==> config.mk <==
export PLATFORM = sky130hd
export DESIGN_NAME = pna_ram
export DESIGN_NICKNAME = d
export VERILOG_FILES = /design/src/rtl/assert_macros.svh /design/src/rtl/pna_ram.sv
export SDC_FILE = /design/constraint.sdc
export NUM_CORES = 1
export LEC_CHECK = 0
export BUFFER_PORTS_ARGS = -buffer_cell sky130_fd_sc_hd__buf_2
export CORE_AREA = 5 5 95 120
export CTS_CLUSTER_DIAMETER = 200
export CTS_CLUSTER_SIZE = 20
export DETAILED_ROUTE_END_ITERATION = 10
export DIE_AREA = 0 0 100 125
export GPL_ROUTABILITY_DRIVEN = 0
export HOLD_SLACK_MARGIN = 0.12
export PLACE_DENSITY = 0.78
export SETUP_SLACK_MARGIN = 0.15
export SLEW_MARGIN = 20
export SYNTH_ARGS = -nofsm -noshare
export SYNTH_HDL_FRONTEND = slang
export SYNTH_SLANG_ARGS = --single-unit
==> constraint.sdc <==
create_clock -name clk -period 1.69 [get_ports clk]
set_input_delay 0.169 -clock clk [delete_from_list [all_inputs] [get_ports clk]]
set_output_delay 0.169 -clock clk [all_outputs]
set_load 0.1 [all_outputs]
==> src/rtl/assert_macros.svh <==
// Assertion macros used by the top level of the node-ID allocator.
`ifndef ASSERT_MACROS_SVH
`define ASSERT_MACROS_SVH

`ifndef SYNTH

// Check a property at every rising clock edge outside reset.
`define ASSERT_HOLDS(lbl, clk, rst_n, prop) \
    lbl: assert property (@(posedge clk) disable iff (!rst_n) (prop)) \
        else $error("assertion failed");

// Check that a condition is followed by a consequence in the next clock cycle.
`define ASSERT_NEXT(lbl, clk, rst_n, ante, cons) \
    lbl: assert property (@(posedge clk) disable iff (!rst_n) (ante) |=> (cons)) \
        else $error("assertion failed");

`else

`define ASSERT_HOLDS(lbl, clk, rst_n, prop)
`define ASSERT_NEXT(lbl, clk, rst_n, ante, cons)

`endif

`endif

==> src/rtl/pna_ram.sv <==
// Generic single-write, single-read RAM with registered read data.
`default_nettype none

module pna_ram #(
    parameter int WIDTH = 8,
    parameter int DEPTH = 16,
    localparam int AW   = $clog2(DEPTH)
) (
    input  wire logic             clk,
    input  wire logic             we,
    input  wire logic [AW-1:0]    waddr,
    input  wire logic [WIDTH-1:0] wdata,
    input  wire logic             re,
    input  wire logic [AW-1:0]    raddr,
    output logic      [WIDTH-1:0] rdata
);

    logic [WIDTH-1:0] mem [DEPTH];

    always_ff @(posedge clk)
    begin
        if (we)
        begin
            mem[waddr] <= wdata;
        end
        if (re)
        begin
            rdata <= mem[raddr];
        end
    end

endmodule

`default_nettype wire

# Yosys cells after proc, flatten, opt, wreduce, memory -nomap -nowiden
# Memories as Yosys holds them, arrays and structs flattened. A register that Yosys moved wholly into a read port is not among the register bits.
# Index checks and enable logic that the tools add are counted.
# W data, S select, Z words.
[word_totals]
latch_bits = 0
ram_bits = 128
output_inout_bits = 8
n_memories = 1
regBits = 0
rom_bits = 0
in_bits = 19
[op_classes]
multipliers = 0
muxes = 2
n_reduce_logical = 0
div_mod_pow = 0
shift = 0
magnitude_cmp = 0
eq_ne = 0
bitwise_logic = 0
add_sub_neg = 0
[memory_table]
columns = ["memory", "depth", "width", "rd", "rd_clocked_by_memory_dff", "write_ports", "line_no", "source"]
rows = [
  ["mem", 16, 8, 1, 1, 1, "pna_ram.sv:18", "logic [WIDTH-1:0] mem [DEPTH];"],
]
[op_table]
columns = ["op", "count"]
rows = [
  ["$mux W1", 2],
]

# Logic depth before layout (Yosys ltp)
[depth]
ltp_word = 2
mapped_depth = 5

# Worst setup path after synthesis
# No wires, ideal clock.
[synth_path]
path_type = "input port to flip-flop"
startpoint = "input waddr[2]"
endpoint = "memory mem[0][0] (enable)"
arrival_ps = 1279
stages = 2
setup_time_ps = 383
setup_slack_ps = 28
n_path_buf = 0
path_cell_list = "or3b_2 > nor3_1"
[synth_rtl]
columns = ["element", "line_no", "source"]
rows = [
  ["start: declaration", "pna_ram.sv:11", "input wire logic [AW-1:0] waddr,"],
  ["end: declaration", "pna_ram.sv:18", ""],
]
# No word-level cell before the write port.

==> impl_metrics.ini <==
[outcome]
status = finished, final reports clean

[global_route]
grt_max_degree = 28
grt_first_pass_wirelength_mm = 15.7
gr-total-overflow = 0
grt_pass1_vias = 2676
grt.total_usage_pct = 17.8
antenna_found_initial = 0

[run]
cap_violations = 0

[power_and_ir_drop]
power_density_nw_per_um2 = 1300
ir_worst_vdd_v = 0.000672
leakagePower_nw = 2.17

[cts]
cts_tree = built
clk-insertion-delay-late_ps = 420
h-tree-depth = 4
path_clk_slew_ps = 60
cts_setup_buffers = 0
cts-root-buf = clkbuf_16
cts_made_buffers = 17
cts_sinks = 136
cts_buffer_depth = 2

[logic_synthesis]
syn_area_per_cell_um2 = 22.8
synth.most_common_cell = edfxtp_1
async_flop_share_pct = 0
netlist_area_um2 = 5230
syn-instance-count = 229
synth_edf_count = 136
synth_flop_cell = edfxtp_1
synth_area_leaders = edfxtp_1 (78%), mux4_2 (7.8%), mux4_1 (7.0%)
syn-num-nets = 248
yosys.cell_types.count = 18
synth_top_area_share_pct = 78.1
synth_common_cells = edfxtp_1 (136), mux4_2 (18), a22oi_1 (16)
synth_top_area_cell = edfxtp_1
synth_warnings = 0
synth_seq_cells = 136
ys_seq_area_share_pct = 78.1

[layout]
synthToLayoutAreaGrowth_pct = 21.0
antenna_cells = 0
utilization_pct = 61.7
drive_above_1_share_pct = 34.4
fin_nets = 311
fin_area_um2 = 6320
fin_cells = 437

[worst_setup_path]
required_ps = 1850
critPathArrivalTime_ps = 1670
criticalPathCategory = flop to flop
crit_chain = mux4_1 > a22oi_2 > nand2_1
crit_family = multiplexers
critical_path_buf_inv_count = 0
critPathSlowestCell = mux4_1
crit_path_start_kind = flop
cp_max_fo = 1
cp-end-kind = flop
r2r_slack_ps = 180
crit_path_max_incr_delay_ps = 560

[detailed_routing]
drc = 0
routed_wl_mm = 10.2
met1Wirelength_mm = 3.81
dr_wl_met3_um = 705
dr_wl_met2_mm = 5.51
avgViaCountPerCell = 5.72
vias = 2498
drtAntennaViolNets = 0
post_drt_wl_per_cell_um = 23.4
highest_layer = met4
dr.pass1.iters = 4
drt_iter0_markers = 240

[placed_design]
io_buffers = 26
hpwl_mm = 6.32
place_area_um2 = 5670
dp.cells = 404

[die]
fp.dieH_um = 125
die-area_um2 = 12500
core_um2 = 10200
io-pin-count = 27
rows = 42
start_util_pct = 51.0
dieWidth_um = 100

[sta]
finalHoldViolCount = 0
fmax_mhz = 662
finClkSkew_ps = 10.5
setup_viol = 0
final-max-slew-violation-count = 0
worst_pin_slew_ps = 502
finalCritPeriodShare_pct = 89.4
min_period_ps = 1510
max_slew_margin_pct = 66.7
rsz0062_at_grt = no

[worst_hold_path]
min_path_type = input port to flop
## state kept, by name (all words and copies together), names as in the netlist
signal and count:
rdata 8, mem 128
## stage by stage
| step | setup TNS (ps) | worst slack [ps] | total power, mW | hold slack (ps) |
|---|---|---|---|---|
| floorplan | 0 | 239 | 4.20 | 268 |
| global placement | -45.2 | -35.1 | 4.35 | 548 |
| detailed placement | -162 | -93.8 | 4.36 | 555 |
| CTS | 0 | 159 | 8.27 | 121 |
| global route | 0 | 151 | 8.46 | 132 |
| finish | 0 | 179 | 8.20 | 129 |
## worst paths after layout
kind              cells after the start    endpoint  startpoint
setup / recovery                      3    rdata[3]   mem[1][3]
hold reg to reg                       3    rdata[5]  mem[14][5]
hold / removal                        1  mem[10][3]    wdata[3]
setup reg to reg                      3    rdata[3]   mem[1][3]
## cell type report
type | instances | area, µm²
Clock buffer | 18 | 429
Fill cell | 649 | 3920
Multi-Input combinational cell | 83 | 1070
Sequential cell | 136 | 4080
Tap cell | 132 | 165
Clock inverter | 14 | 205
Timing Repair Buffer | 54 | 368
## layout by cell type (no fill, tap or decap)
cell,count
a22oi_1,14
a22oi_2,2
and2_1,1
and2b_1,1
buf_12,2
buf_2,26
buf_4,25
bufinv_16,5
clkbuf_1,1
clkbuf_16,17
clkinv_1,1
clkinv_2,4
clkinv_4,1
clkinvlp_4,3
dlygate4sd3_1,1
edfxtp_1,136
mux4_1,14
mux4_2,18
nand2_1,9
nand2b_1,2
nand3_1,1
nand3b_1,2
nor2_1,13
nor2b_1,1
nor3_1,3
nor3_2,1
or3b_2,1
## kinds of logic after synthesis
kind of cell | count (synthesis) | share of synthesized area, %
muxes | 32 | 14.8
and+or+nand+nor | 35 | 3.14
DFF | 136 | 78.1
AOI/OAI and AO/OA | 16 | 2.30
buffers and inverters | 10 | 1.65
## layer usage
metal / vias up / global-route usage [%]
met5: - / 0
met4: 0 / 7.85
met3: 17 / 5.74
met2: 104 / 29.7
met1: 1273 / 21.2
li1: 1104 / -
## power by group
part           leakage, nW  internal, mW  switching [mW]  total, mW
Sequential            1.24          3.80          0.0217       3.82
Clock                0.303          2.60            1.31       3.90
Combinational        0.631         0.158           0.317      0.475
Total                 2.17          6.56            1.65       8.20
## what timing repair did
action                                 4_1_cts  5_1_grt
pin swaps                                    0        0
setup endpoints to repair                    1        1
endpoints found under the hold margin        8        0
gates resized for setup                      1        1
hold buffers                                 1        0
Power figures use the tool's default switching activity.
