===== config.mk =====
export PLATFORM = sky130hd
export DESIGN_NAME = pna_idmap
export DESIGN_NICKNAME = d
export VERILOG_FILES = /design/src/rtl/assert_macros.svh /design/src/rtl/pna_pkg.sv /design/src/rtl/pna_idmap.sv
export SDC_FILE = /design/constraint.sdc
export NUM_CORES = 1
export LEC_CHECK = 0
export BUFFER_PORTS_ARGS = -buffer_cell sky130_fd_sc_hd__clkbuf_2
export CORE_MARGIN = 2
export CORE_UTILIZATION = 25
export CTS_CLUSTER_SIZE = 40
export DETAILED_ROUTE_END_ITERATION = 12
export HOLD_SLACK_MARGIN = 0.06
export SETUP_SLACK_MARGIN = 0.15
export SKIP_CTS_REPAIR_TIMING = 1
export SLEW_MARGIN = 20
export SYNTH_ARGS = -nofsm -noshare
export SYNTH_HDL_FRONTEND = slang
export SYNTH_SLANG_ARGS = --single-unit

===== constraint.sdc =====
create_clock -name clk -period 1.9 [get_ports clk]
set_clock_uncertainty 0.15 [all_clocks]
set_input_delay 0.095 -clock clk [delete_from_list [all_inputs] [get_ports clk]]
set_output_delay 0.095 -clock clk [all_outputs]
set_load 0.005 [all_outputs]

===== src/rtl/assert_macros.svh =====
// Assertion macros used by the top level of the node-ID allocator.
`ifndef ASSERT_MACROS_SVH
`define ASSERT_MACROS_SVH

`ifndef SYNTH

// Check a property at every rising clock edge outside reset.
`define ASSERT_HOLDS(lbl, clk, rst_n, prop) \
    lbl: assert property (@(posedge clk) disable iff (!rst_n) (prop)) \
        else $error("assertion failed");

// Check that a condition is followed by a consequence in the next clock cycle.
`define ASSERT_NEXT(lbl, clk, rst_n, ante, cons) \
    lbl: assert property (@(posedge clk) disable iff (!rst_n) (ante) |=> (cons)) \
        else $error("assertion failed");

`else

`define ASSERT_HOLDS(lbl, clk, rst_n, prop)
`define ASSERT_NEXT(lbl, clk, rst_n, ante, cons)

`endif

`endif


===== src/rtl/pna_pkg.sv =====
// Types, constants and codes shared by the node-ID allocator modules.
`default_nettype none

package pna_pkg;

    localparam int TABLE_DEPTH = 128;
    localparam int ADDR_W      = $clog2(TABLE_DEPTH);
    localparam int FILL_W      = $clog2(TABLE_DEPTH + 1);
    localparam int ID_W        = 7;
    localparam int NUM_IDS     = 2 ** ID_W;
    localparam int NEXT_W      = ID_W + 1;
    localparam int KEY_W       = 64;
    localparam int TIME_W      = 64;
    localparam int LEN_W       = 8;
    localparam int XFER_W      = 5;
    localparam int CFG_IDX_W   = 2;
    localparam int CFG_DATA_W  = 64;

    localparam logic [NEXT_W-1:0] MAX_NODE_ID   = NEXT_W'(127);
    localparam logic [LEN_W-1:0]  MIN_UID_BYTES = LEN_W'(16);
    localparam logic [FILL_W-1:0] TABLE_FULL    = FILL_W'(TABLE_DEPTH);

    localparam logic [ID_W-1:0]   LOCAL_ID_RST  = ID_W'(0);
    localparam logic [ID_W-1:0]   FIRST_ID_RST  = ID_W'(1);
    localparam logic [TIME_W-1:0] WINDOW_RST    = TIME_W'(3000000);
    localparam logic [TIME_W-1:0] STARTUP_RST   = TIME_W'(0);

    typedef enum logic [CFG_IDX_W-1:0] {
        CFG_LOCAL_ID = 2'd0,
        CFG_FIRST_ID = 2'd1,
        CFG_WINDOW   = 2'd2,
        CFG_STARTUP  = 2'd3
    } cfg_idx_t;

    typedef enum logic [0:0] {
        REQ_TICK = 1'b0,
        REQ_MSG  = 1'b1
    } req_type_t;

    typedef enum logic [2:0] {
        S_IDLE,
        S_DECODE,
        S_SCAN_RD,
        S_SCAN_CMP,
        S_FREE,
        S_WRITE
    } state_t;

    typedef struct packed {
        logic [0:0]        req_type;
        logic [TIME_W-1:0] now_us;
        logic              from_known_node;
        logic [LEN_W-1:0]  payload_len;
        logic [KEY_W-1:0]  uid_low;
        logic [KEY_W-1:0]  uid_high;
    } in_item_t;

    typedef struct packed {
        logic [ID_W-1:0]   node_id;
        logic              exhausted;
        logic [KEY_W-1:0]  resp_uid_low;
        logic [KEY_W-1:0]  resp_uid_high;
        logic [XFER_W-1:0] xfer_id;
    } out_item_t;

    typedef struct packed {
        logic [ID_W-1:0]   own_id;
        logic [ID_W-1:0]   first_dynamic_id;
        logic [TIME_W-1:0] passive_window_us;
        logic [TIME_W-1:0] startup_time_us;
    } cfg_t;

    typedef struct packed {
        logic [KEY_W-1:0] key;
        logic [ID_W-1:0]  id;
    } entry_t;

    localparam int ENTRY_W = $bits(entry_t);

    typedef struct packed {
        logic              we;
        logic [ADDR_W-1:0] waddr;
        logic              re;
        logic [ADDR_W-1:0] raddr;
    } ram_ctl_t;

    typedef struct packed {
        logic            set_en;
        logic [ID_W-1:0] set_id;
        logic [ID_W-1:0] query_id;
    } map_ctl_t;

endpackage

`default_nettype wire


===== src/rtl/pna_idmap.sv =====
// Bitmap of node IDs already handed out, with one set port and one query port.
`default_nettype none

module pna_idmap (
    input  wire logic               clk,
    input  wire logic               rst_n,
    input  wire pna_pkg::map_ctl_t  ctl,
    output logic                    used
);

    logic [pna_pkg::NUM_IDS-1:0] used_reg;
    logic [pna_pkg::NUM_IDS-1:0] used_next;

    always_comb
    begin
        used_next = used_reg;
        if (ctl.set_en)
        begin
            used_next[ctl.set_id] = 1'b1;
        end
    end

    always_ff @(posedge clk or negedge rst_n)
    begin
        if (!rst_n)
        begin
            used_reg <= '0;
        end
        else
        begin
            used_reg <= used_next;
        end
    end

    assign used = used_reg[ctl.query_id];

endmodule

`default_nettype wire


* Yosys cells after proc, flatten, opt, wreduce, memory -nomap -nowiden *
Index checks and enable logic that the tools add are counted.

operators by class
  order comparisons = 3
  mux-type cells = 4
  reduce and logical (&&, ||, !) cells = 1
  bitwise operators = 1

operators with widths
  kind                                                                                  number
  128-bit OR                                                                            1
  7-bit by 8-bit < comparator with 1-bit output (second input constant)                 2
  1-bit binary-select mux with 7-bit select                                             1
  1-bit demux with 7-bit select                                                         1
  7-bit by 1-bit greater-or-equal comparator with 1-bit output (second input constant)  1
  1-bit 2-to-1 mux                                                                      2
  1-bit logical AND                                                                     1

word-level totals
  output and inout bits = 1
  bits of input ports = 17
  flip-flop bits (word level) = 128

* Longest topological paths before layout *
  word-level depth = 5
  depth in mapped cells = 8
  gate-level depth less buffers = 5

* Worst setup path after synthesis *
Ideal clock, no wire load.

  kind = reg-to-output
  from = register used_reg[3] in the netlist's numbering
  to = output port used
  setup slack = 81 ps
  cell stages (with the launch flop) = 5
  buffers on the path = 0
  arrival time = 1574 ps
  cell sequence = dfrtp_1 mux4_1 mux4_2 a32oi_1 nand4_1

on the way
  cells in the longest elaborated chain, start to end = 2

RTL lines
  what                                       RTL line         text
  start: declaration                         pna_idmap.sv:11  logic [pna_pkg::NUM_IDS-1:0] used_reg;
  start signal: assignment                   pna_idmap.sv:31  used_reg <= used_next;
  1-bit binary-select mux with 7-bit select  pna_idmap.sv:35  assign used = used_reg[ctl.query_id];
  1-bit 2-to-1 mux (implied by the code)     pna_idmap.sv:35
  end: declaration                           pna_idmap.sv:8   output logic used

Every way passes these cells. The select of a mux whose other input is x is not followed.

* Worst setup path in the final report *
  from = register used_reg[6] in the netlist's numbering
  to = output port used

The elaborated chain is that of the path after synthesis.

==> metrics.md <==
| Metric | Value |
|---|---|
| ANT cells | `0` |
| Leak | `around 3.6 nW` |
| Clk slew on worst S/H paths | `60 ps` |
| Share of layout cells above drive strength 1 | `0.244` |
| H-tree Lvls | `4` |
| Drt wl/cell | `18.7 µm` |
| Synth top area share | `0.574` |
| Final Max Slew Viols | `0` |
| Most instantiated library cell after synthesis | `dfrtp_1` |
| Slew headroom | `0.412` |
| Critical Path RT | `1650 ps` |
| Die W | `153 µm` |
| Row count | `54` |
| Max cap viols | `0` |
| Clk sinks | `128` |
| Worst-path cell chain | `mux4_2, mux4_2, a32oi_1, nand4_1, clkbuf_2` |
| Root cell of the clock tree | `clkbuf_16` |
| CP most frequent cell | `mux4_2` |
| Worst path slowest cell | `mux4_2` |
| Worst-Skew Late Latency | `410 ps` |
| First DRT Iteration DRCs | `roughly 340` |
| Worst-path maximum fanout | `2` |
| Die Height | `153 µm` |
| Yosys cell types | `33` |
| Area growth, synth to finish | `21.3%` |
| Initial Utilization | `0.255` |
| Synth top cells by count | `128 x dfrtp_1, 88 x a21o_1, 40 x o21bai_1` |
| Outcome | `finished, violations left` |
| Post-route DRC | `0` |
| Yosys reg bits | `128` |
| Antenna-violating nets left | `0` |
| Antenna violations before repair | `0` |
| Post-synth EDFFs | `0` |
| Total number of vias | `approximately 3700` |
| Synth async-reset ratio | `1.00` |
| Critical Path Source Type | `flip-flop` |
| Vias in the first global route | `roughly 4000` |
| VDD IR-drop max | `0.636 mV` |
| Avg Inst Size Synth | `13.8 µm²` |
| Hpwl dp | `9460 µm` |
| First-pass GRT wire length | `22500 µm` |
| Final Hold Fails | `0` |
| Cts bufs inserted | `17` |
| Core Region | `0.0219 mm²` |
| Io pins | `18` |
| Worst Slack Setup Final | `-744 ps` |
| Post-Syn Instances | `~400` |
| Seq/Total Area, Yosys | `0.574` |
| Area leader, netlist | `dfrtp_1` |
| Post-Syn Nets | `421` |
| Hold_ws | `between 50 and 60 ps` |
| Overflow after GRT | `0` |
| CTS tree | `yes` |
| CP peak stage delay | `500 ps` |
| Mapped Area | `0.00558 mm²` |
| Max reg flops | `128` |
| Top post-synthesis cells by area | `dfrtp_1 57%, a21o_1 12%, mux4_2 10%` |
| HP Class | `in2reg` |
| Final worst path period need | `2640 ps` |
| Dominant synthesized flop cell | `dfrtp_1` |
| Fin crit share | `1.39` |
| Post-place setup slack | `-296 ps` |
| WP data arrival | `2400 ps` |
| Largest net degree at the start of global routing | `72` |
| Vias/cell | `just under 5` |
| Total wire length | `13900 µm` |
| Die ar. | `0.0235 mm²` |
| IO Port Bufs | `17` |
| Worst slew pin tran | `880 ps` |
| Violated checks | `negative setup slack` |
| Max Root-Sink Buffers | `2` |
| Pwr/cell area | `between 1000 and 1500 mW/mm²` |
| Synth warn | `0` |
| Worst setup EP type | `output pin` |
| Final setup fails | `1` |
| First-pass DRT Iterations | `5` |
| Final nets | `roughly 470` |
| Fmax achieved | `0.378 GHz` |
| Total track usage | `0.124` |
| Final GP Congestion | `roughly 0.82` |
| CP Class | `reg2out` |
| RSZ-0062 raised after global routing | `true` |
cells by family after synthesis:
kind of cell    synth area share
buf+inv                   0.0227
compound gates             0.183
simple gates              0.0677
flops                      0.574
mux                        0.152
worst max-delay path, delay by kind of cell (launching register included):
family,cells,cell delay (ps)
AO/OA/AOI/OAI,1,240
buffers and inverters,1,180
flip-flops,1,380
multiplexers,2,980
AND/OR/NAND/NOR,1,220
metal layers:
metal	GRT usage	vias to the layer above	wire length, µm
met2	0.203	98	6930
li1	-	1607	-
met4	0.0550	0	360
met3	0.0275	23	708
met5	0	-	0
met1	0.159	1939	5900
final cells by class:
class                   count  area, µm²
well taps                 280        350
flip-flops and latches    128       3200
clock inverters            14        109
clock buffers              18        439
multi-input cells         249       2240
repair buffers             54        423
inverters                   1       3.75
fillers                  2222      15100
report_power, final:
part / switching (mW) / internal [mW] / total, mW
Combinational: 0.382 / 0.486 / 0.868
Sequential: 0.196 / 3.09 / 3.28
Clock: 1.25 / 1.71 / 2.96
Total: 1.83 / 5.29 / 7.11
cell usage in the layout (no fill, tap or decap), drive strengths merged, types with 2 or more instances in the layout:
master,synthesis,layout
nand4b,2,2
mux2i,8,8
a21o,88,88
nor2b,5,5
clkinv,0,5
nor4,4,4
nand4,3,3
mux4,33,33
buf,9,35
dlygate4sd3,0,3
nand3b,2,2
nor3,8,8
dfrtp,128,128
inv,1,5
nand2,11,11
clkbuf,17,34
o21bai,40,40
nor2,16,16
nand2b,7,7
clkinvlp,0,5
nand3,7,7
or2,4,4
final timing paths:
check,start,cells after the start,end,slack [ps]
max in group asynchronous,rst_n,3,used_reg[19]$_DFFE_PN0P_,260
setup / recovery,used_reg[6]$_DFFE_PN0P_,5,used,-740
setup reg to reg,used_reg[9]$_DFFE_PN0P_,2,used_reg[9]$_DFFE_PN0P_,980
hold / removal,ctl[14],3,used_reg[110]$_DFFE_PN0P_,60
hold reg to reg,used_reg[55]$_DFFE_PN0P_,1,used_reg[55]$_DFFE_PN0P_,300
min in group asynchronous,rst_n,3,used_reg[3]$_DFFE_PN0P_,70
metrics by stage:
step / std cells / power, mW / util / instance area, µm² / setup TNS (ps)
after floorplan: 404 / 3.85 / - / 5570 / 0
after global placement: 709 / 4.13 / 0.283 / 6190 / -277
after detailed placement: 709 / 4.19 / 0.283 / 6190 / -296
after CTS: 741 / 7.18 / 0.308 / 6740 / -743
after global routing: 744 / 7.42 / 0.309 / 6770 / -774
final: 744 / 7.11 / 0.309 / 6770 / -744
Power figures use the tool's default switching activity.
