$ cat src/rtl/assert_macros.svh
// Assertion macros used by the top level of the node-ID allocator.
`ifndef ASSERT_MACROS_SVH
`define ASSERT_MACROS_SVH

`ifndef SYNTH

// Check a property at every rising clock edge outside reset.
`define ASSERT_HOLDS(lbl, clk, rst_n, prop) \
    lbl: assert property (@(posedge clk) disable iff (!rst_n) (prop)) \
        else $error("assertion failed");

// Check that a condition is followed by a consequence in the next clock cycle.
`define ASSERT_NEXT(lbl, clk, rst_n, ante, cons) \
    lbl: assert property (@(posedge clk) disable iff (!rst_n) (ante) |=> (cons)) \
        else $error("assertion failed");

`else

`define ASSERT_HOLDS(lbl, clk, rst_n, prop)
`define ASSERT_NEXT(lbl, clk, rst_n, ante, cons)

`endif

`endif

$ cat src/rtl/pna_pkg.sv
// Types, constants and codes shared by the node-ID allocator modules.
`default_nettype none

package pna_pkg;

    localparam int TABLE_DEPTH = 128;
    localparam int ADDR_W      = $clog2(TABLE_DEPTH);
    localparam int FILL_W      = $clog2(TABLE_DEPTH + 1);
    localparam int ID_W        = 7;
    localparam int NUM_IDS     = 2 ** ID_W;
    localparam int NEXT_W      = ID_W + 1;
    localparam int KEY_W       = 64;
    localparam int TIME_W      = 64;
    localparam int LEN_W       = 8;
    localparam int XFER_W      = 5;
    localparam int CFG_IDX_W   = 2;
    localparam int CFG_DATA_W  = 64;

    localparam logic [NEXT_W-1:0] MAX_NODE_ID   = NEXT_W'(127);
    localparam logic [LEN_W-1:0]  MIN_UID_BYTES = LEN_W'(16);
    localparam logic [FILL_W-1:0] TABLE_FULL    = FILL_W'(TABLE_DEPTH);

    localparam logic [ID_W-1:0]   LOCAL_ID_RST  = ID_W'(0);
    localparam logic [ID_W-1:0]   FIRST_ID_RST  = ID_W'(1);
    localparam logic [TIME_W-1:0] WINDOW_RST    = TIME_W'(3000000);
    localparam logic [TIME_W-1:0] STARTUP_RST   = TIME_W'(0);

    typedef enum logic [CFG_IDX_W-1:0] {
        CFG_LOCAL_ID = 2'd0,
        CFG_FIRST_ID = 2'd1,
        CFG_WINDOW   = 2'd2,
        CFG_STARTUP  = 2'd3
    } cfg_idx_t;

    typedef enum logic [0:0] {
        REQ_TICK = 1'b0,
        REQ_MSG  = 1'b1
    } req_type_t;

    typedef enum logic [2:0] {
        S_IDLE,
        S_DECODE,
        S_SCAN_RD,
        S_SCAN_CMP,
        S_FREE,
        S_WRITE
    } state_t;

    typedef struct packed {
        logic [0:0]        req_type;
        logic [TIME_W-1:0] now_us;
        logic              from_known_node;
        logic [LEN_W-1:0]  payload_len;
        logic [KEY_W-1:0]  uid_low;
        logic [KEY_W-1:0]  uid_high;
    } in_item_t;

    typedef struct packed {
        logic [ID_W-1:0]   node_id;
        logic              exhausted;
        logic [KEY_W-1:0]  resp_uid_low;
        logic [KEY_W-1:0]  resp_uid_high;
        logic [XFER_W-1:0] xfer_id;
    } out_item_t;

    typedef struct packed {
        logic [ID_W-1:0]   own_id;
        logic [ID_W-1:0]   first_dynamic_id;
        logic [TIME_W-1:0] passive_window_us;
        logic [TIME_W-1:0] startup_time_us;
    } cfg_t;

    typedef struct packed {
        logic [KEY_W-1:0] key;
        logic [ID_W-1:0]  id;
    } entry_t;

    localparam int ENTRY_W = $bits(entry_t);

    typedef struct packed {
        logic              we;
        logic [ADDR_W-1:0] waddr;
        logic              re;
        logic [ADDR_W-1:0] raddr;
    } ram_ctl_t;

    typedef struct packed {
        logic            set_en;
        logic [ID_W-1:0] set_id;
        logic [ID_W-1:0] query_id;
    } map_ctl_t;

endpackage

`default_nettype wire

$ cat src/rtl/pna_seq.sv
// Sequencer: decodes a transaction, scans the table, searches a free ID, responds.
`default_nettype none

module pna_seq (
    input  wire logic                       clk,
    input  wire logic                       rst_n,
    input  wire logic                       start,
    output logic                            busy,
    input  wire pna_pkg::in_item_t          request,
    input  wire pna_pkg::cfg_t              cfg,
    input  wire logic                       first_load,
    input  wire logic [pna_pkg::ID_W-1:0]   first_id,
    output pna_pkg::out_item_t              result,
    output logic                            done,
    output pna_pkg::ram_ctl_t               ram_ctl,
    output pna_pkg::entry_t                 ram_wdata,
    input  wire pna_pkg::entry_t            ram_rdata,
    output pna_pkg::map_ctl_t               map_ctl,
    input  wire logic                       map_used
);

    pna_pkg::state_t                    state_reg,  state_next;
    pna_pkg::in_item_t                  item_reg,   item_next;
    logic                               active_reg, active_next;
    logic                               rival_reg,  rival_next;
    logic [pna_pkg::NEXT_W-1:0]         next_id_reg, next_id_next;
    logic [pna_pkg::FILL_W-1:0]         fill_reg,   fill_next;
    logic [pna_pkg::FILL_W-1:0]         idx_reg,    idx_next;
    logic [pna_pkg::XFER_W-1:0]         xfer_reg,   xfer_next;
    pna_pkg::out_item_t                 result_reg, result_next;
    logic                               done_reg,   done_next;
    logic [pna_pkg::TIME_W-1:0]         elapsed;

    function automatic pna_pkg::out_item_t make_resp(
        input logic [pna_pkg::ID_W-1:0]   id,
        input logic                       exh,
        input pna_pkg::in_item_t          item,
        input logic [pna_pkg::XFER_W-1:0] xfer
    );
        pna_pkg::out_item_t r;
        r.node_id       = id;
        r.exhausted     = exh;
        r.resp_uid_low  = item.uid_low;
        r.resp_uid_high = item.uid_high;
        r.xfer_id       = xfer;
        return r;
    endfunction

    always_comb
    begin
        state_next   = state_reg;
        item_next    = item_reg;
        active_next  = active_reg;
        rival_next   = rival_reg;
        next_id_next = next_id_reg;
        fill_next    = fill_reg;
        idx_next     = idx_reg;
        xfer_next    = xfer_reg;
        result_next  = result_reg;
        done_next    = 1'b0;

        ram_ctl          = '0;
        ram_ctl.raddr    = idx_reg[pna_pkg::ADDR_W-1:0];
        ram_ctl.waddr    = fill_reg[pna_pkg::ADDR_W-1:0];
        ram_wdata.key    = item_reg.uid_low;
        ram_wdata.id     = next_id_reg[pna_pkg::ID_W-1:0];
        map_ctl          = '0;
        map_ctl.query_id = next_id_reg[pna_pkg::ID_W-1:0];
        map_ctl.set_id   = next_id_reg[pna_pkg::ID_W-1:0];

        elapsed = item_reg.now_us - cfg.startup_time_us;

        unique case (state_reg)
            pna_pkg::S_IDLE:
            begin
                if (start)
                begin
                    item_next  = request;
                    state_next = pna_pkg::S_DECODE;
                end
            end

            pna_pkg::S_DECODE:
            begin
                state_next = pna_pkg::S_IDLE;
                if (item_reg.req_type == pna_pkg::REQ_TICK)
                begin
                    if (!active_reg && !rival_reg && (elapsed > cfg.passive_window_us))
                    begin
                        active_next = 1'b1;
                    end
                end
                else if (item_reg.from_known_node)
                begin
                    if (!active_reg)
                    begin
                        rival_next = 1'b1;
                    end
                end
                else if (active_reg && (item_reg.payload_len >= pna_pkg::MIN_UID_BYTES))
                begin
                    idx_next   = '0;
                    state_next = pna_pkg::S_SCAN_RD;
                end
            end

            pna_pkg::S_SCAN_RD:
            begin
                if (idx_reg == fill_reg)
                begin
                    if (fill_reg == pna_pkg::TABLE_FULL)
                    begin
                        result_next = make_resp('0, 1'b1, item_reg, xfer_reg);
                        done_next   = 1'b1;
                        xfer_next   = xfer_reg + 1'b1;
                        state_next  = pna_pkg::S_IDLE;
                    end
                    else
                    begin
                        state_next = pna_pkg::S_FREE;
                    end
                end
                else
                begin
                    ram_ctl.re = 1'b1;
                    state_next = pna_pkg::S_SCAN_CMP;
                end
            end

            pna_pkg::S_SCAN_CMP:
            begin
                if (ram_rdata.key == item_reg.uid_low)
                begin
                    result_next = make_resp(ram_rdata.id, 1'b0, item_reg, xfer_reg);
                    done_next   = 1'b1;
                    xfer_next   = xfer_reg + 1'b1;
                    state_next  = pna_pkg::S_IDLE;
                end
                else
                begin
                    idx_next   = idx_reg + 1'b1;
                    state_next = pna_pkg::S_SCAN_RD;
                end
            end

            pna_pkg::S_FREE:
            begin
                priority if (next_id_reg > pna_pkg::MAX_NODE_ID)
                begin
                    result_next = make_resp('0, 1'b1, item_reg, xfer_reg);
                    done_next   = 1'b1;
                    xfer_next   = xfer_reg + 1'b1;
                    state_next  = pna_pkg::S_IDLE;
                end
                else if ((next_id_reg[pna_pkg::ID_W-1:0] != cfg.own_id) && !map_used)
                begin
                    state_next = pna_pkg::S_WRITE;
                end
                else
                begin
                    next_id_next = next_id_reg + 1'b1;
                end
            end

            pna_pkg::S_WRITE:
            begin
                ram_ctl.we     = 1'b1;
                map_ctl.set_en = 1'b1;
                result_next    = make_resp(next_id_reg[pna_pkg::ID_W-1:0], 1'b0,
                                           item_reg, xfer_reg);
                done_next      = 1'b1;
                xfer_next      = xfer_reg + 1'b1;
                next_id_next   = next_id_reg + 1'b1;
                fill_next      = fill_reg + 1'b1;
                state_next     = pna_pkg::S_IDLE;
            end

            default:
            begin
                state_next = pna_pkg::S_IDLE;
            end
        endcase

        // A write of the first dynamic ID restarts the free search there.
        if (first_load)
        begin
            next_id_next = {1'b0, first_id};
        end
    end

    always_ff @(posedge clk or negedge rst_n)
    begin
        if (!rst_n)
        begin
            state_reg   <= pna_pkg::S_IDLE;
            active_reg  <= 1'b0;
            rival_reg   <= 1'b0;
            next_id_reg <= {1'b0, pna_pkg::FIRST_ID_RST};
            fill_reg    <= '0;
            idx_reg     <= '0;
            xfer_reg    <= '0;
            done_reg    <= 1'b0;
        end
        else
        begin
            state_reg   <= state_next;
            active_reg  <= active_next;
            rival_reg   <= rival_next;
            next_id_reg <= next_id_next;
            fill_reg    <= fill_next;
            idx_reg     <= idx_next;
            xfer_reg    <= xfer_next;
            done_reg    <= done_next;
        end
    end

    always_ff @(posedge clk)
    begin
        item_reg   <= item_next;
        result_reg <= result_next;
    end

    assign busy   = (state_reg != pna_pkg::S_IDLE);
    assign done   = done_reg;
    assign result = result_reg;

endmodule

`default_nettype wire

$ cat config.mk
export PLATFORM = sky130hd
export DESIGN_NAME = pna_seq
export DESIGN_NICKNAME = d
export VERILOG_FILES = /design/src/rtl/assert_macros.svh /design/src/rtl/pna_pkg.sv /design/src/rtl/pna_seq.sv
export SDC_FILE = /design/constraint.sdc
export NUM_CORES = 1
export LEC_CHECK = 0
export BUFFER_PORTS_ARGS = -buffer_cell sky130_fd_sc_hd__buf_2
export CAP_MARGIN = 30
export CORE_AREA = 2 2 263 265
export DETAILED_ROUTE_END_ITERATION = 8
export DIE_AREA = 0 0 265 267
export PLACE_DENSITY_LB_ADDON = 0.2
export SLEW_MARGIN = 20
export SYNTH_ARGS = -nofsm -noshare
export SYNTH_HDL_FRONTEND = slang
export SYNTH_SLANG_ARGS = --single-unit
$ cat constraint.sdc
create_clock -name clk -period 12 [get_ports clk]
set_input_delay 1.2 -clock clk [delete_from_list [all_inputs] [get_ports clk]]
set_output_delay 1.2 -clock clk [all_outputs]
set_load 0.05 [all_outputs]
## Word-level counts from Yosys, hierarchy flattened

Cells that the tools add are included.

- Flip-flop bits (word level): 378
- Bits of input ports: 427
- Output and inout bits: 245
- Logic and storage cells: 106

- $add $sub $neg: 5
- Reductions and logical operators: 19
- Order comparisons: 3
- Muxes and demuxes: 37
- Equal/unequal tests: 21
- Bitwise gates (word level): 2

Operators by type and width:

| cell | count |
|---|---|
| $mux 141 | 4 |
| $pmux 141 s4 | 1 |
| $eq 64x64->1 | 1 |
| $gt 64x64->1 | 1 |
| $sub 64x64->64 | 1 |
| $mux 8 | 7 |
| $pmux 8 s2 | 2 |
| $add 8x1->8 const B | 3 |
| $mux 5 | 4 |
| $pmux 5 s4 | 1 |
| $ne 2x2->1 const B | 9 |
| $mux 3 | 5 |
| $pmux 3 s5 | 1 |
| $reduce_and 5->1 | 2 |
| $ne 3x3->1 const B | 3 |
| $eq 8x8->1 | 1 |
| $eq 8x8->1 const B | 1 |
| $ge 8x5->1 const B | 1 |
| $gt 8x7->1 const B | 1 |
| $mux 2 | 4 |
| $mux 1 | 7 |
| $ne 7x7->1 | 1 |
| $eq 3x2->1 const B | 2 |
| $eq 3x3->1 const B | 2 |
| 13 further kinds | 22 |

## Longest topological paths before layout

- Depth after elaboration: 6
- Gate-level depth with buffers: 24
- Depth with buffers taken out: 24

## Worst setup path before layout

Ideal clock, no wire load.

- Path kind: input to register
- Start: input start
- End: register item_reg[0] in the netlist's numbering, enable pin
- Library setup time: 0.760 ns
- Data arrival time: 9.373 ns
- Stages on the path: 2
- Path slack: 1.867 ns
- Buffers on the path: 0
- Required time: 11.240 ns
- Cells stage by stage: inv_1 > nor2_1

- Cells in the longest elaborated chain, start to end: 1

Ends and longest elaborated chain:

| element | line | RTL |
|---|---|---|
| start, declared | pna_seq.sv:7 | `input wire logic start,` |
| $reduce_and 2->1 (no source line) | -- |  |
| end signal, assigned | pna_seq.sv:219 | `item_reg <= item_next;` |
| end, declared | pna_seq.sv:23 | `pna_pkg::in_item_t item_reg, item_next;` |

No other way between the ends.
A chain may end at the register's enable or synchronous reset.

## Worst setup path after layout

- Start: input cfg[2] in the netlist's numbering
- End: register active_reg

- Cells in the longest elaborated chain, start to end: 4

Ends and longest elaborated chain:

| element | line | RTL |
|---|---|---|
| start, declared | pna_seq.sv:10 | `input wire pna_pkg::cfg_t cfg,` |
| $sub 64x64->64 | pna_seq.sv:71 | `elapsed = item_reg.now_us - cfg.startup_time_us;` |
| $gt 64x64->1 | pna_seq.sv:88 | `if (!active_reg && !rival_reg && (elapsed > cfg.passive_window_us))` |
| $logic_and 1x1->1 | pna_seq.sv:88 |  |
| $reduce_and 3->1 (no source line) | -- |  |
| end signal, assigned | pna_seq.sv:207 | `active_reg <= active_next;` |
| end, declared | pna_seq.sv:24 | `logic active_reg, active_next;` |

No other way between the ends.

==> impl_metrics.json <==
{
  "synth_edf_count": 339,
  "required_ns": 12.50,
  "layout_common_cells": "buf_2, edfxtp_1, inv_1, ha_1, xnor2_1",
  "yosysUniqueCellTypes": 65,
  "antenna_found_initial": 12,
  "largest_reg_flops": 141,
  "synth_async_sr_flop_share_pct": 9.36,
  "syn_avg_cell_area_um2": 12.4,
  "synthFlopType": "edfxtp_1",
  "drive_gt1_share_pct": 34.7,
  "r2r_start": "item_reg[137]",
  "root_buffer": "clkbuf_16",
  "p_clk_share_pct": 43.5,
  "crit_start": "cfg[2]",
  "grt-ovfl-total": 0,
  "hold_slack_ns": 0.416,
  "totalNegativeSetupSlack_ns": 0,
  "initial_core_util_pct": 28.0,
  "hold_viol": 0,
  "cts_made_buffers": 44,
  "synth-seq-cells": 374,
  "critPathKind": "primary input to register",
  "clock_sinks": 374,
  "finalSetupViolCount": 0,
  "seq_power_share_pct": 46.2,
  "clk_pin_slew_ns": 0.06,
  "yosys_warnings": 0,
  "grt_pass1_vias": 14200,
  "drc": 0,
  "sw_frac_of_total_pct": 24.5,
  "final_common_cell": "buf_2",
  "postCtsHoldBufs": 0,
  "dieWidth_um": 265,
  "relSlewSlack_pct": 33.7,
  "dpl.hpwl_um": 50100,
  "finalNetCount": 2685,
  "combPwrFrac_pct": 10.3,
  "synth_cells": 1535,
  "fp.dieH_um": 267,
  "grtUsageTotal_pct": 16.9,
  "grt_pass1_wl_um": 88900,
  "dieArea_mm2": 0.0708,
  "p_int_w": 0.00232,
  "antenna_left": 0,
  "fin_crit_ns": 6.28,
  "hp-class": "register to register",
  "worstPathArrival_ns": 6.78,
  "clkLatencyLatePin_ns": 0.60,
  "cts_setup_buffers": 0,
  "port_buffers": 660,
  "irDropWorstVdd_uv": 87.8,
  "cts_max_level": 2,
  "synth_fp_nets": 2095,
  "clock-skew-final_ns": 0.0421,
  "drtPass1Iterations": 5,
  "wire_per_inst_um": 20.4,
  "vias": 13800,
  "drv_slew": 0,
  "worstSetupEndpointType": "register",
  "cp_max_fo": 4,
  "num_io_pins": 672,
  "drt-total-wl_um": 62100,
  "power_density_mw_per_mm2": 127,
  "maxCapViolCount": 0,
  "ctsResizeCount": 0,
  "leakagePower_nw": 10.5,
  "start_kind": "primary input",
  "tightestPinTransition_ns": 0.991,
  "routed_via_density": 4.54,
  "first_iter_violations": 756,
  "period_share_pct": 52.3,
  "syn_area_mm2": 0.0190,
  "switchingPower_w": 0.000753,
  "grt_setup_unrepaired": "false",
  "ys_seq_area_share_pct": 58.1,
  "routabilityCongestion": 0.879,
  "grt_max_degree": 77,
  "status": "completed",
  "cts_tree": "done",
  "clk_path_buf_depth": 3,
  "min_from": "item_reg[5]",
  "max_freq_ghz": 0.159,
  "rows": 96,
  "area_delta_synth_final_pct": 27.2,
  "core_area_mm2": 0.0680
}
## synth_stat cells (14+ instances only)
library cell	count	share of area [%]
nand3_1	21	0.55
buf_4	100	3.9
o21ai_0	56	1.5
nor2_1	58	1.1
inv_1	151	3.0
nor2b_1	18	0.59
a21oi_1	91	2.4
a21o_1	59	2.3
ha_1	132	8.7
dfrtp_1	34	4.5
xor2_1	37	1.7
edfxtp_1	339	54
nand4_1	53	1.7
xnor2_1	127	5.8
nand2_1	62	1.2
clkbuf_1	25	0.49
and3_1	15	0.49
o21bai_1	14	0.55
## layer usage
layer	wire length (um)	vias up	track usage (%)
met5	73	-	0
met4	1320	12	4.44
met3	4090	80	4.33
met2	32000	489	30.8
met1	24600	6599	19.6
li1	-	6649	-
## through the flow
step	area [um2]	util (%)	total power, W	worst slack [ns]	instances
global route	24200	35.6	0.00320	5.31	3041
detailed placement	22600	33.3	0.00176	5.20	2957
global placement	22600	33.3	0.00176	5.19	2955
floorplan	19000	-	0.00164	1.87	1535
CTS	24100	35.4	0.00312	5.78	3036
finish	24200	35.6	0.00308	5.72	3043
## area by class of cell
type / count / area (um2)
fill: 6816 / 43800
sequential: 374 / 11100
multi-input combinational: 881 / 6540
timing repair buffer: 673 / 3480
clock buffer: 46 / 1110
tap: 882 / 1100
inverter: 151 / 567
clock inverter: 33 / 330
antenna: 3 / 7.51
## power by group through the flow
stage	clock, W	combinational [W]	sequential [W]
floorplan	0	0.000197	0.00145
global placement	0	0.000312	0.00145
detailed placement	0	0.000317	0.00145
CTS	0.00138	0.000318	0.00142
global route	0.00143	0.000355	0.00142
finish	0.00134	0.000317	0.00142
## path summary, 6_finish.rpt
path	to	slack, ns	depth (start not counted)
min in group asynchronous	idx_reg[7]	0.55	1
worst max-delay path	active_reg	5.72	20
worst min register to register	result[10]	0.42	0
max in group asynchronous	next_id_reg[0]	10.95	2
worst min-delay path	result[10]	0.42	0
worst max register to register	active_reg	6.03	21
## kinds of logic (layout without fill, tap and decap cells)
family / Yosys count / count (layout) / share of synthesized area, %
simple gates: 285 / 285 / 7.78
flops: 374 / 374 / 58.1
fa+ha+maj: 133 / 133 / 8.79
xor+xnor: 164 / 164 / 7.55
buf+inv: 280 / 903 / 7.52
other cells: 0 / 3 / 0
compound gates: 295 / 295 / 10.0
mux: 4 / 4 / 0.224
## worst max-delay path: stages
cell and delay, ns:
buf_2 0.08, inv_1 0.04, ha_1 0.34, o211ai_1 0.09
a21oi_1 0.29, o2111ai_1 0.25, a2111oi_1 0.96, o211ai_1 0.30
nand4b_1 0.34, a311oi_1 0.20, nor2_1 0.32, a221oi_1 0.15
xnor2_1 0.17, ha_1 0.30, nand4_1 0.20, nor4_1 0.46
nand2_1 0.13, nor4_1 0.59, a21oi_1 0.22, nor2_1 0.14
Note: power is estimated with default switching activity, not from simulation.
